`config.mk`:
```
export PLATFORM = sky130hd
export DESIGN_NAME = fraction_reduce
export DESIGN_NICKNAME = d
export VERILOG_FILES = /design/src/design/fr_pkg.sv /design/src/design/fr_div.sv /design/src/design/fraction_reduce.sv
export VERILOG_INCLUDE_DIRS = /design/src /design/src/design
export SDC_FILE = /design/constraint.sdc
export NUM_CORES = 1
export LEC_CHECK = 0
export ABC_AREA = 1
export BUFFER_PORTS_ARGS = -buffer_cell sky130_fd_sc_hd__buf_2
export CAP_MARGIN = 20
export CORE_MARGIN = 2
export CORE_UTILIZATION = 50
export DETAILED_ROUTE_END_ITERATION = 8
export PLACE_DENSITY = 0.68
export SETUP_SLACK_MARGIN = 0.2
export SLEW_MARGIN = 10
export SYNTH_ARGS = -nofsm -noshare
export SYNTH_HDL_FRONTEND = slang
export SYNTH_SLANG_ARGS = --single-unit
```
`constraint.sdc`:
```
create_clock -name clk -period 9.67 [get_ports clk]
set_input_delay 1.4505 -clock clk [delete_from_list [all_inputs] [get_ports clk]]
set_output_delay 1.4505 -clock clk [all_outputs]
set_load 0.02 [all_outputs]
```
`src/design/fraction_reduce_assert.svh`:
```
// ----------------------------------------------------------------------------
// fraction_reduce assertion macros
// Concurrent checks for the fraction reducer, compiled out for synthesis.
// ----------------------------------------------------------------------------
`ifndef FRACTION_REDUCE_ASSERT_SVH
`define FRACTION_REDUCE_ASSERT_SVH

`ifndef SYNTHESIS

// Property holds at every rising clock edge outside reset.
`define FR_ASSERT(lbl, clk, rst_n, prop) \
	lbl: assert property (@(posedge clk) disable iff (!(rst_n)) (prop)) \
		else $error("fraction_reduce: check failed");

// Condition never holds outside reset.
`define FR_NEVER(lbl, clk, rst_n, cond) \
	lbl: assert property (@(posedge clk) disable iff (!(rst_n)) !(cond)) \
		else $error("fraction_reduce: forbidden condition");

`else

`define FR_ASSERT(lbl, clk, rst_n, prop)
`define FR_NEVER(lbl, clk, rst_n, cond)

`endif

`endif

```
`src/design/fr_pkg.sv`:
```
// ----------------------------------------------------------------------------
// fr_pkg
// Shared result status codes for the fraction reducer.
// ----------------------------------------------------------------------------
package fr_pkg;

	typedef enum logic [1:0] {
		ST_OK       = 2'd0,
		ST_ZERO_DEN = 2'd1,
		ST_OVERFLOW = 2'd2
	} status_t;

	localparam int unsigned STATUS_W = 2;

endpackage

```
`src/design/fr_div.sv`:
```
// ----------------------------------------------------------------------------
// fr_div
// Unsigned restoring divider, one quotient bit per cycle.
// ----------------------------------------------------------------------------
`include "fraction_reduce_assert.svh"

module fr_div #(
	parameter int unsigned WIDTH = 32
) (
	input  logic             clk,
	input  logic             arst_n,
	input  logic             start,
	input  logic [WIDTH-1:0] dividend,
	input  logic [WIDTH-1:0] divisor,
	output logic             done,
	output logic [WIDTH-1:0] quotient
);

	localparam int unsigned CNT_W = $clog2(WIDTH);

	logic             busy_q;
	logic             done_q;
	logic [CNT_W-1:0] cnt_q;
	logic [WIDTH-1:0] rem_q;
	logic [WIDTH-1:0] quo_q;
	logic [WIDTH-1:0] dvs_q;

	logic [WIDTH:0]   partial;
	logic [WIDTH+1:0] trial;
	logic             geq;

	assign partial = {rem_q, quo_q[WIDTH-1]};
	assign trial   = {1'b0, partial} - {2'b00, dvs_q};
	assign geq     = ~trial[WIDTH+1];

	always_ff @(posedge clk or negedge arst_n) begin
		if (!arst_n) begin
			busy_q <= 1'b0;
			done_q <= 1'b0;
			cnt_q  <= '0;
		end else begin
			done_q <= 1'b0;
			if (start) begin
				busy_q <= 1'b1;
				cnt_q  <= CNT_W'(WIDTH - 1);
			end else if (busy_q) begin
				cnt_q <= cnt_q - CNT_W'(1);
				if (cnt_q == '0) begin
					busy_q <= 1'b0;
					done_q <= 1'b1;
				end
			end
		end
	end

	// payload: load operands on start, shift one quotient bit in per cycle
	always_ff @(posedge clk) begin
		if (start) begin
			rem_q <= '0;
			quo_q <= dividend;
			dvs_q <= divisor;
		end else if (busy_q) begin
			rem_q <= geq ? trial[WIDTH-1:0] : partial[WIDTH-1:0];
			quo_q <= {quo_q[WIDTH-2:0], geq};
		end
	end

	assign done     = done_q;
	assign quotient = quo_q;

	`FR_NEVER(a_start_while_busy, clk, arst_n, start && busy_q)
	`FR_ASSERT(a_busy_nonzero_divisor, clk, arst_n, busy_q |-> (dvs_q != '0))
	`FR_ASSERT(a_done_after_busy, clk, arst_n, done_q |-> ($past(busy_q) && !busy_q))

endmodule

```
`src/design/fraction_reduce.sv`:
```
// Flow: a zero numerator or denominator goes from accept straight to S_FINISH;
// otherwise the binary GCD steps, whose number depends on the data, run first,
// then two divisions one after the other on the shared divider.
// Throughput: one item at a time; a new item is taken once the previous one
// is parked in the output register. Reset clears all control state.
// ----------------------------------------------------------------------------
// fraction_reduce
// Reduces a signed fraction to lowest terms with a positive denominator.
// ----------------------------------------------------------------------------
`include "fraction_reduce_assert.svh"

module fraction_reduce #(
	parameter int unsigned DATA_WIDTH = 32
) (
	input  logic                         clk,
	input  logic                         arst_n,
	input  logic                         item_valid,
	output logic                         item_ready,
	input  logic signed [DATA_WIDTH-1:0] numerator,
	input  logic signed [DATA_WIDTH-1:0] denominator,
	output logic                         result_valid,
	input  logic                         result_ready,
	output logic signed [DATA_WIDTH-1:0] reduced_numerator,
	output logic        [DATA_WIDTH-2:0] reduced_denominator,
	output logic [fr_pkg::STATUS_W-1:0]  status
);

	typedef enum logic [2:0] {
		S_IDLE,
		S_COMMON,
		S_REDUCE,
		S_DIV_NUM,
		S_DIV_DEN,
		S_FINISH
	} state_t;

	state_t state_q;

	logic [DATA_WIDTH-1:0] mn_q;
	logic [DATA_WIDTH-1:0] md_q;
	logic [DATA_WIDTH-1:0] a_q;
	logic [DATA_WIDTH-1:0] b_q;
	logic [DATA_WIDTH-1:0] rn_q;
	logic                  rneg_q;

	logic [DATA_WIDTH-1:0] res_num_q;
	logic [DATA_WIDTH-2:0] res_den_q;
	fr_pkg::status_t       res_status_q;

	logic                  out_valid_q;
	logic [DATA_WIDTH-1:0] out_num_q;
	logic [DATA_WIDTH-2:0] out_den_q;
	fr_pkg::status_t       out_status_q;

	logic [DATA_WIDTH-1:0] mag_n;
	logic [DATA_WIDTH-1:0] mag_d;
	logic [DATA_WIDTH:0]   diff_ab;
	logic [DATA_WIDTH-1:0] diff_ba;
	logic                  accept;
	logic                  out_take;
	logic                  out_free;

	logic                  div_start;
	logic [DATA_WIDTH-1:0] div_dividend;
	logic                  div_done;
	logic [DATA_WIDTH-1:0] div_quotient;
	logic                  ovf;

	assign mag_n = numerator[DATA_WIDTH-1]
		? ({DATA_WIDTH{1'b0}} - $unsigned(numerator)) : $unsigned(numerator);
	assign mag_d = denominator[DATA_WIDTH-1]
		? ({DATA_WIDTH{1'b0}} - $unsigned(denominator)) : $unsigned(denominator);

	assign diff_ab = {1'b0, a_q} - {1'b0, b_q};
	assign diff_ba = b_q - a_q;

	assign item_ready = (state_q == S_IDLE);
	assign accept     = item_valid && item_ready;
	assign out_take   = out_valid_q && result_ready;
	assign out_free   = !out_valid_q || result_ready;

	// the odd part of the GCD sits in a_q; mn_q and md_q already carry the
	// common power of two removed
	assign div_start = ((state_q == S_REDUCE) && (b_q == '0))
		|| ((state_q == S_DIV_NUM) && div_done);
	assign div_dividend = (state_q == S_REDUCE) ? mn_q : md_q;

	assign ovf = div_quotient[DATA_WIDTH-1] || (!rneg_q && rn_q[DATA_WIDTH-1]);

	fr_div #(
		.WIDTH(DATA_WIDTH)
	) u_div (
		.clk      (clk),
		.arst_n   (arst_n),
		.start    (div_start),
		.dividend (div_dividend),
		.divisor  (a_q),
		.done     (div_done),
		.quotient (div_quotient)
	);

	always_ff @(posedge clk or negedge arst_n) begin
		if (!arst_n) begin
			state_q      <= S_IDLE;
			out_valid_q  <= 1'b0;
			res_status_q <= fr_pkg::ST_OK;
			out_status_q <= fr_pkg::ST_OK;
		end else begin
			// a finishing item reloads the register in the same cycle
			if (out_take && (state_q != S_FINISH)) begin
				out_valid_q <= 1'b0;
			end
			unique case (state_q)
				S_IDLE: begin
					if (accept) begin
						rneg_q <= numerator[DATA_WIDTH-1] ^ denominator[DATA_WIDTH-1];
						priority if (mag_d == '0) begin
							res_num_q    <= '0;
							res_den_q    <= '0;
							res_status_q <= fr_pkg::ST_ZERO_DEN;
							state_q      <= S_FINISH;
						end else if (mag_n == '0) begin
							res_num_q    <= '0;
							res_den_q    <= {{(DATA_WIDTH-2){1'b0}}, 1'b1};
							res_status_q <= fr_pkg::ST_OK;
							state_q      <= S_FINISH;
						end else begin
							mn_q    <= mag_n;
							md_q    <= mag_d;
							a_q     <= mag_n;
							b_q     <= mag_d;
							state_q <= S_COMMON;
						end
					end
				end
				S_COMMON: begin
					// strip the shared factors of two from both operands
					priority if (!a_q[0] && !b_q[0]) begin
						a_q  <= a_q >> 1;
						b_q  <= b_q >> 1;
						mn_q <= mn_q >> 1;
						md_q <= md_q >> 1;
					end else if (!a_q[0]) begin
						a_q     <= b_q;
						b_q     <= a_q;
						state_q <= S_REDUCE;
					end else begin
						state_q <= S_REDUCE;
					end
				end
				S_REDUCE: begin
					priority if (b_q == '0) begin
						state_q <= S_DIV_NUM;
					end else if (!b_q[0]) begin
						b_q <= b_q >> 1;
					end else if (diff_ab[DATA_WIDTH]) begin
						b_q <= diff_ba;
					end else begin
						a_q <= b_q;
						b_q <= diff_ab[DATA_WIDTH-1:0];
					end
				end
				S_DIV_NUM: begin
					if (div_done) begin
						rn_q    <= div_quotient;
						state_q <= S_DIV_DEN;
					end
				end
				S_DIV_DEN: begin
					if (div_done) begin
						if (ovf) begin
							res_num_q    <= '0;
							res_den_q    <= '0;
							res_status_q <= fr_pkg::ST_OVERFLOW;
						end else begin
							res_num_q    <= rneg_q ? ({DATA_WIDTH{1'b0}} - rn_q) : rn_q;
							res_den_q    <= div_quotient[DATA_WIDTH-2:0];
							res_status_q <= fr_pkg::ST_OK;
						end
						state_q <= S_FINISH;
					end
				end
				S_FINISH: begin
					// hold until the output register is free
					if (out_free) begin
						out_valid_q  <= 1'b1;
						out_num_q    <= res_num_q;
						out_den_q    <= res_den_q;
						out_status_q <= res_status_q;
						state_q      <= S_IDLE;
					end
				end
				default: begin
					state_q <= S_IDLE;
				end
			endcase
		end
	end

	assign result_valid        = out_valid_q;
	assign reduced_numerator   = $signed(out_num_q);
	assign reduced_denominator = out_den_q;
	assign status              = out_status_q;

	`FR_ASSERT(a_accept_leaves_idle, clk, arst_n, accept |=> (state_q != S_IDLE))
	`FR_ASSERT(a_reduce_a_odd, clk, arst_n, (state_q == S_REDUCE) |-> a_q[0])
	`FR_ASSERT(a_ok_den_nonzero, clk, arst_n,
		(out_valid_q && (out_status_q == fr_pkg::ST_OK)) |-> (out_den_q != '0))
	`FR_ASSERT(a_err_fields_zero, clk, arst_n,
		(out_valid_q && (out_status_q != fr_pkg::ST_OK)) |-> ((out_num_q == '0) && (out_den_q == '0)))
	`FR_NEVER(a_done_outside_div, clk, arst_n,
		div_done && (state_q != S_DIV_NUM) && (state_q != S_DIV_DEN))

endmodule

```
# Word-level counts from Yosys, hierarchy flattened
# Index checks and enable logic that the tools add are counted.
[totals] regBits=398 input_bits=68 output_inout_bits=67 wordCells=151
[classes] add_sub_neg=7 n_eq_ne=20 n_mux=67 bitwise=2 reduce_logical=34
[op_table] operator="32-bit 2-to-1 mux" count=30
[op_table] operator="32-bit one-hot mux with 2 select lines" count=3
[op_table] operator="32-bit one-hot mux with 3 select lines" count=2
[op_table] operator="31-bit 2-to-1 mux" count=5
[op_table] operator="32-bit logical NOT" count=3
[op_table] operator="1-bit by 32-bit subtractor with 32-bit output, first input constant" count=3
[op_table] operator="31-bit one-hot mux with 2 select lines" count=1
[op_table] operator="33-bit by 32-bit subtractor with 34-bit output" count=1
[op_table] operator="32-bit by 32-bit subtractor with 33-bit output" count=1
[op_table] operator="32-bit subtractor" count=1
[op_table] operator="3-bit 2-to-1 mux" count=8
[op_table] operator="3-bit one-hot mux with 6 select lines" count=1
[op_table] operator="2-bit inequality test, second input constant" count=8
[op_table] operator="6-bit AND reduction" count=2
[op_table] operator="2-bit 2-to-1 mux" count=5
[op_table] operator="5-bit 2-to-1 mux" count=2
[op_table] operator="1-bit 2-to-1 mux" count=9
[op_table] operator="3-bit AND reduction" count=3
[op_table] operator="9-bit AND reduction" count=1
[op_table] operator="2-bit by 1-bit inequality test with 1-bit output, second input constant" count=4
[op_table] operator="8-bit AND reduction" count=1
[op_table] operator="1-bit logical AND" count=7
[op_table] operator="7-bit AND reduction" count=1
[op_table] operator="3-bit by 2-bit == test with 1-bit output, second input constant" count=2
[op_table] operator="other kinds (17)" count=26

# Depth between registers and ports, before layout
[depth] ltp_word=7 ltp_mapped=18 ltp_nobuf=18

# By module
# A second synthesis with hierarchy kept.
[hier_totals] cells_unflattened=3508 hier_area_um2=26701.9
[modules_own_cells] module="fraction_reduce" instances=1 cells_per_inst=2511 area_each_um2=19653.8 seq_area_each_um2=8818.5
[modules_own_cells] module="fr_div" instances=1 cells_per_inst=997 area_each_um2=7048.0 seq_area_each_um2=2737.6

# Worst setup path before layout
# Ideal clock, no wire load.
[synth_timing] kind="input-to-reg" startpoint="input denominator[1]" endpoint="register md_q[0] (enable)" setup_ns=0.507 arrival_time_ns=5.821 t_required_ns=9.163 setup_slack_ns=3.341 cell_stages=14 path_buffers=0 path_cell_list="inv_1 ha_1 nand2_1 nor2_2 nand3_2 nand2_2 nand4_1 nand2_1 nor2_1 nand2_1 nor2_2 nand4_1 nand3_1 a21oi_1"
[synth_via] elab_chain_len=5
[synth_rtl] element="start, declared" line_no="fraction_reduce.sv:20" rtl="input logic signed [DATA_WIDTH-1:0] denominator,"
[synth_rtl] element="1-bit by 32-bit subtractor with 32-bit output" line_no="fraction_reduce.sv:72" rtl="? ({DATA_WIDTH{1'b0}} - $unsigned(denominator)) : $unsigned(denominator);"
[synth_rtl] element="32-bit 2-to-1 mux *" line_no="fraction_reduce.sv:72"
[synth_rtl] element="32-bit logical NOT *" line_no="fraction_reduce.sv:117" rtl="priority if (mag_d == '0) begin"
[synth_rtl] element="2-bit inequality test (no source line) *"
[synth_rtl] element="6-bit AND reduction (no source line) *"
[synth_rtl] element="end signal, assigned" line_no="fraction_reduce.sv:129" rtl="md_q <= mag_d;"
[synth_rtl] element="end signal, assigned" line_no="fraction_reduce.sv:142" rtl="md_q <= md_q >> 1;"
[synth_rtl] element="end, declared" line_no="fraction_reduce.sv:40" rtl="logic [DATA_WIDTH-1:0] md_q;"
# Every way passes the cells marked *; elsewhere a longest branch is shown, timed or not.
# A chain may end at the register's enable or synchronous reset.

# Worst setup path after layout
[layout_timing] startpoint="register a_q[6]" endpoint="register a_q[25] (enable)"
[layout_via] elab_chain_len=3
[layout_rtl] element="start, declared" line_no="fraction_reduce.sv:41" rtl="logic [DATA_WIDTH-1:0] a_q;"
[layout_rtl] element="start signal, assigned" line_no="fraction_reduce.sv:130" rtl="a_q <= mag_n;"
[layout_rtl] element="start signal, assigned" line_no="fraction_reduce.sv:139" rtl="a_q <= a_q >> 1;"
[layout_rtl] element="start signal, assigned" line_no="fraction_reduce.sv:144" rtl="a_q <= b_q;"
[layout_rtl] element="32-bit by 32-bit subtractor with 33-bit output" line_no="fraction_reduce.sv:74" rtl="assign diff_ab = {1'b0, a_q} - {1'b0, b_q};"
[layout_rtl] element="2-bit inequality test (no source line)"
[layout_rtl] element="9-bit AND reduction (no source line)"
# Every way passes these cells.

==> metrics.yaml <==
global_routing:
  grt_pass1_vias: 21100
  grt_pass1_wl_mm: 124
  grt_max_degree: 88
  grt_use_total_pct: 30.6
  grt-busiest-layer: "met2"
  gr-total-overflow: 0
  met2_usage_pct: 45.3
  grtUsageMet3_pct: 4.73
  grt_use_met1_pct: 44.5
  antenna_found_initial: 2
min_path:
  min_path_type: "reg -> reg"
  worstHoldStart: "res_den_q[21]"
setup_path:
  path_cells: "inv_1 -> ha_1 -> nand2_2 -> nor2_1 -> nand2_1 -> nand3_1 -> inv_1 -> o21bai_2 -> nand2_2 -> nand2_2 -> inv_2 -> o21ai_2 -> nand3_1 -> nor2_2 -> buf_4"
  worstSetupStartpoint: "a_q[6]"
  path_class: "reg -> reg"
  crit_top_cell: "nand2_2"
  arrival_ns: 4.90
  path_delay_family: "simple AND/OR/NAND/NOR gates"
  worstSetupEndpointType: "flip-flop"
  crit_path_start_kind: "flip-flop"
  slowest_stage: "nand2_2"
  path_max_fanout: 33
  reg2reg_from: "a_q[6]"
  worstSetupEndpoint: "a_q[25]"
  timing.rr.end: "a_q[25]"
  ff2ff_setup_slack_ns: 5.00
  worstPathRequired_ns: 9.91
  crit_path_max_incr_delay_ns: 0.61
  path_depth: 15
  critPathBufInv: 4
  r2r_cells: 15
yosys:
  syn_nets: 3304
  synth_edf_count: 351
  ys_seq_area_share_pct: 45.9
  ys.flop_type: "edfxtp_1"
  synthArstFlopShare_pct: 3.77
  yosysWarnings: 0
  syn_area_um2: 25200
  ys_ff_latch: 398
  synth_cells: 3133
  syn_avg_cell_area_um2: 8.04
  synth_cell_type_count: 55
power_and_ir_drop:
  p_int_mw: 2.75
  power.total_mw: 3.62
  comb_power_share_pct: 5.7
  p_sw_share_pct: 24.0
  power.density_nw_per_um2: 130
  pwr-share-seq_pct: 51.3
  switching_power_uw: 867
  p_leak_nw: 11.8
  ir_drop_v: 0.000124
  p_clk_share_pct: 43.0
floorplan:
  dieArea_um2: 52200
  core-area_um2: 50000
  start_util_pct: 50.4
  fp.dieW_um: 228
  io_pins: 135
  die_h_um: 228
  num_rows: 82
placement:
  gp_congestion: 1.03
  hpwl_mm: 62.5
  io_buffers: 134
sta:
  whs_ns: 0.416
  min_period_over_period_pct: 48.3
  setup_viol: 0
  hold_viol: 0
  fin_crit_ns: 4.67
  setup-tns-final_ns: 0
  tightest_slew_ns: 1.10
  finClkSkew_ns: 0.0145
  finalMaxSlewViolations: 0
  grt_setup_unrepaired: "no"
  fmax_mhz: 214
  slew_headroom_pct: 26.4
clock_tree:
  cts_buffer_depth: 3
  cts_buffers: 43
  cts_max_level: 2
  root_buffer: "clkbuf_16"
  post_cts_buffers: 0
  clk_latency_ns: 0.60
  cts_resized: 0
  clock-sinks: 398
  cts_tree: "yes"
  clk_pin_slew_worst_paths_ns: 0.06
  cts_hold_buf: 0
drt:
  firstDrtPassIters: 7
  drc: 0
  vias_per_cell: 5.76
  finalWirelength_mm: 80.8
  vias: 22600
  antenna_left: 0
  drtIter0Drc: 2639
  wl_per_cell_um: 20.6
layout:
  drive_above_1_share_pct: 9.48
  num-nets-final: 3400
  antenna_cells: 0
  seq_area_um2: 11600
  post-route-util_pct: 55.5
  area_delta_synth_final_pct: 10.2
  layout_commonest_cell: "nand2_1"
  multi_input_area_um2: 11800
  final_cell_mix: "nand2_1, inv_1, edfxtp_1"
  fill_cells: 4695
run:
  maxCapViolCount: 0
outcome:
  status: "complete, no violations"
==> layer usage <==
metal  wire length [µm]  vias up
met1              35600    10600
met2              34400     1124
met4               3680        4
li1                   -    10700
met3               7220      160
met5                 40        -
==> through the flow <==
stage	setup WS [ns]	cell area [µm²]	cells
final	5.00	27800	3930
after global routing	4.73	27800	3930
after CTS	5.11	27800	3930
after detailed placement	4.76	26400	3856
after global placement	4.85	26400	3856
after floorplan	3.34	25200	3133
==> layout make-up <==
| type | instances | share of cell area, % |
|---|---|---|
| multi-input combinational | 2255 | 42.5 |
| timing repair buffer | 154 | 2.96 |
| inverter | 377 | 5.10 |
| clock inverter | 24 | 0.739 |
| tap | 672 | 3.03 |
| sequential | 398 | 41.6 |
| clock buffer | 50 | 4.01 |
==> state kept, by name (all words and copies together) (netlist names), 3 cells and up <==
register	cells
a_q	32
b_q	32
md_q	32
mn_q	32
reduced_denominator	31
reduced_numerator	32
res_den_q	31
res_num_q	32
rn_q	32
state_q	3
u_div.cnt_q	5
u_div.dvs_q	32
u_div.quotient	32
u_div.rem_q	32
==> logic make-up after synthesis <==
group / share of synthesized area [%]
AO/OA/AOI/OAI: 14.0
XOR/XNOR: 2.78
adder cells (fa/ha/maj): 5.21
buffers and inverters: 7.49
flip-flops: 45.9
multiplexers: 0.0894
AND/OR/NAND/NOR: 24.6
==> worst min path at each step <==
stage | endpoint | cells after the start
floorplan | reduced_denominator[0] | 0
global placement | reduced_numerator[3] | 0
detailed placement | reduced_denominator[0] | 0
CTS | reduced_numerator[30] | 0
global route | reduced_numerator[1] | 0
finish | reduced_denominator[21] | 0
==> cell usage after synthesis (24+ instances only) <==
cell | number | share of area [%]
a22oi_1 | 31 | 0.92
dfxtp_1 | 32 | 2.5
edfxtp_1 | 351 | 42
inv_1 | 367 | 5.5
xnor2_1 | 25 | 0.87
a21oi_1 | 199 | 4.0
o21ai_0 | 207 | 4.1
nor2_1 | 325 | 4.8
ha_1 | 100 | 5.0
nand3_1 | 165 | 3.3
buf_2 | 24 | 0.48
o211ai_1 | 38 | 1.1
nand2_1 | 810 | 12
a31oi_1 | 31 | 0.77
xor2_1 | 55 | 1.9
clkbuf_1 | 55 | 0.82
nor3_1 | 40 | 0.79
o221ai_1 | 30 | 1.0
==> power groups by stage <==
stage	sequential [mW]	clock [mW]	combinational (mW)
floorplan	1.89	0	0.105
global placement	1.89	0	0.197
detailed placement	1.89	0	0.198
CTS	1.86	1.58	0.199
global route	1.86	1.64	0.219
finish	1.86	1.55	0.205
==> worst register-to-register path, delay by kind of cell (launching register included) <==
kind	cells	cell delay [ns]
compound gates	2	0.56
fa+ha+maj	1	0.48
buf+inv	4	1.21
flops	1	0.53
simple gates	8	1.52
No activity file was read; power rests on OpenSTA's default activity.
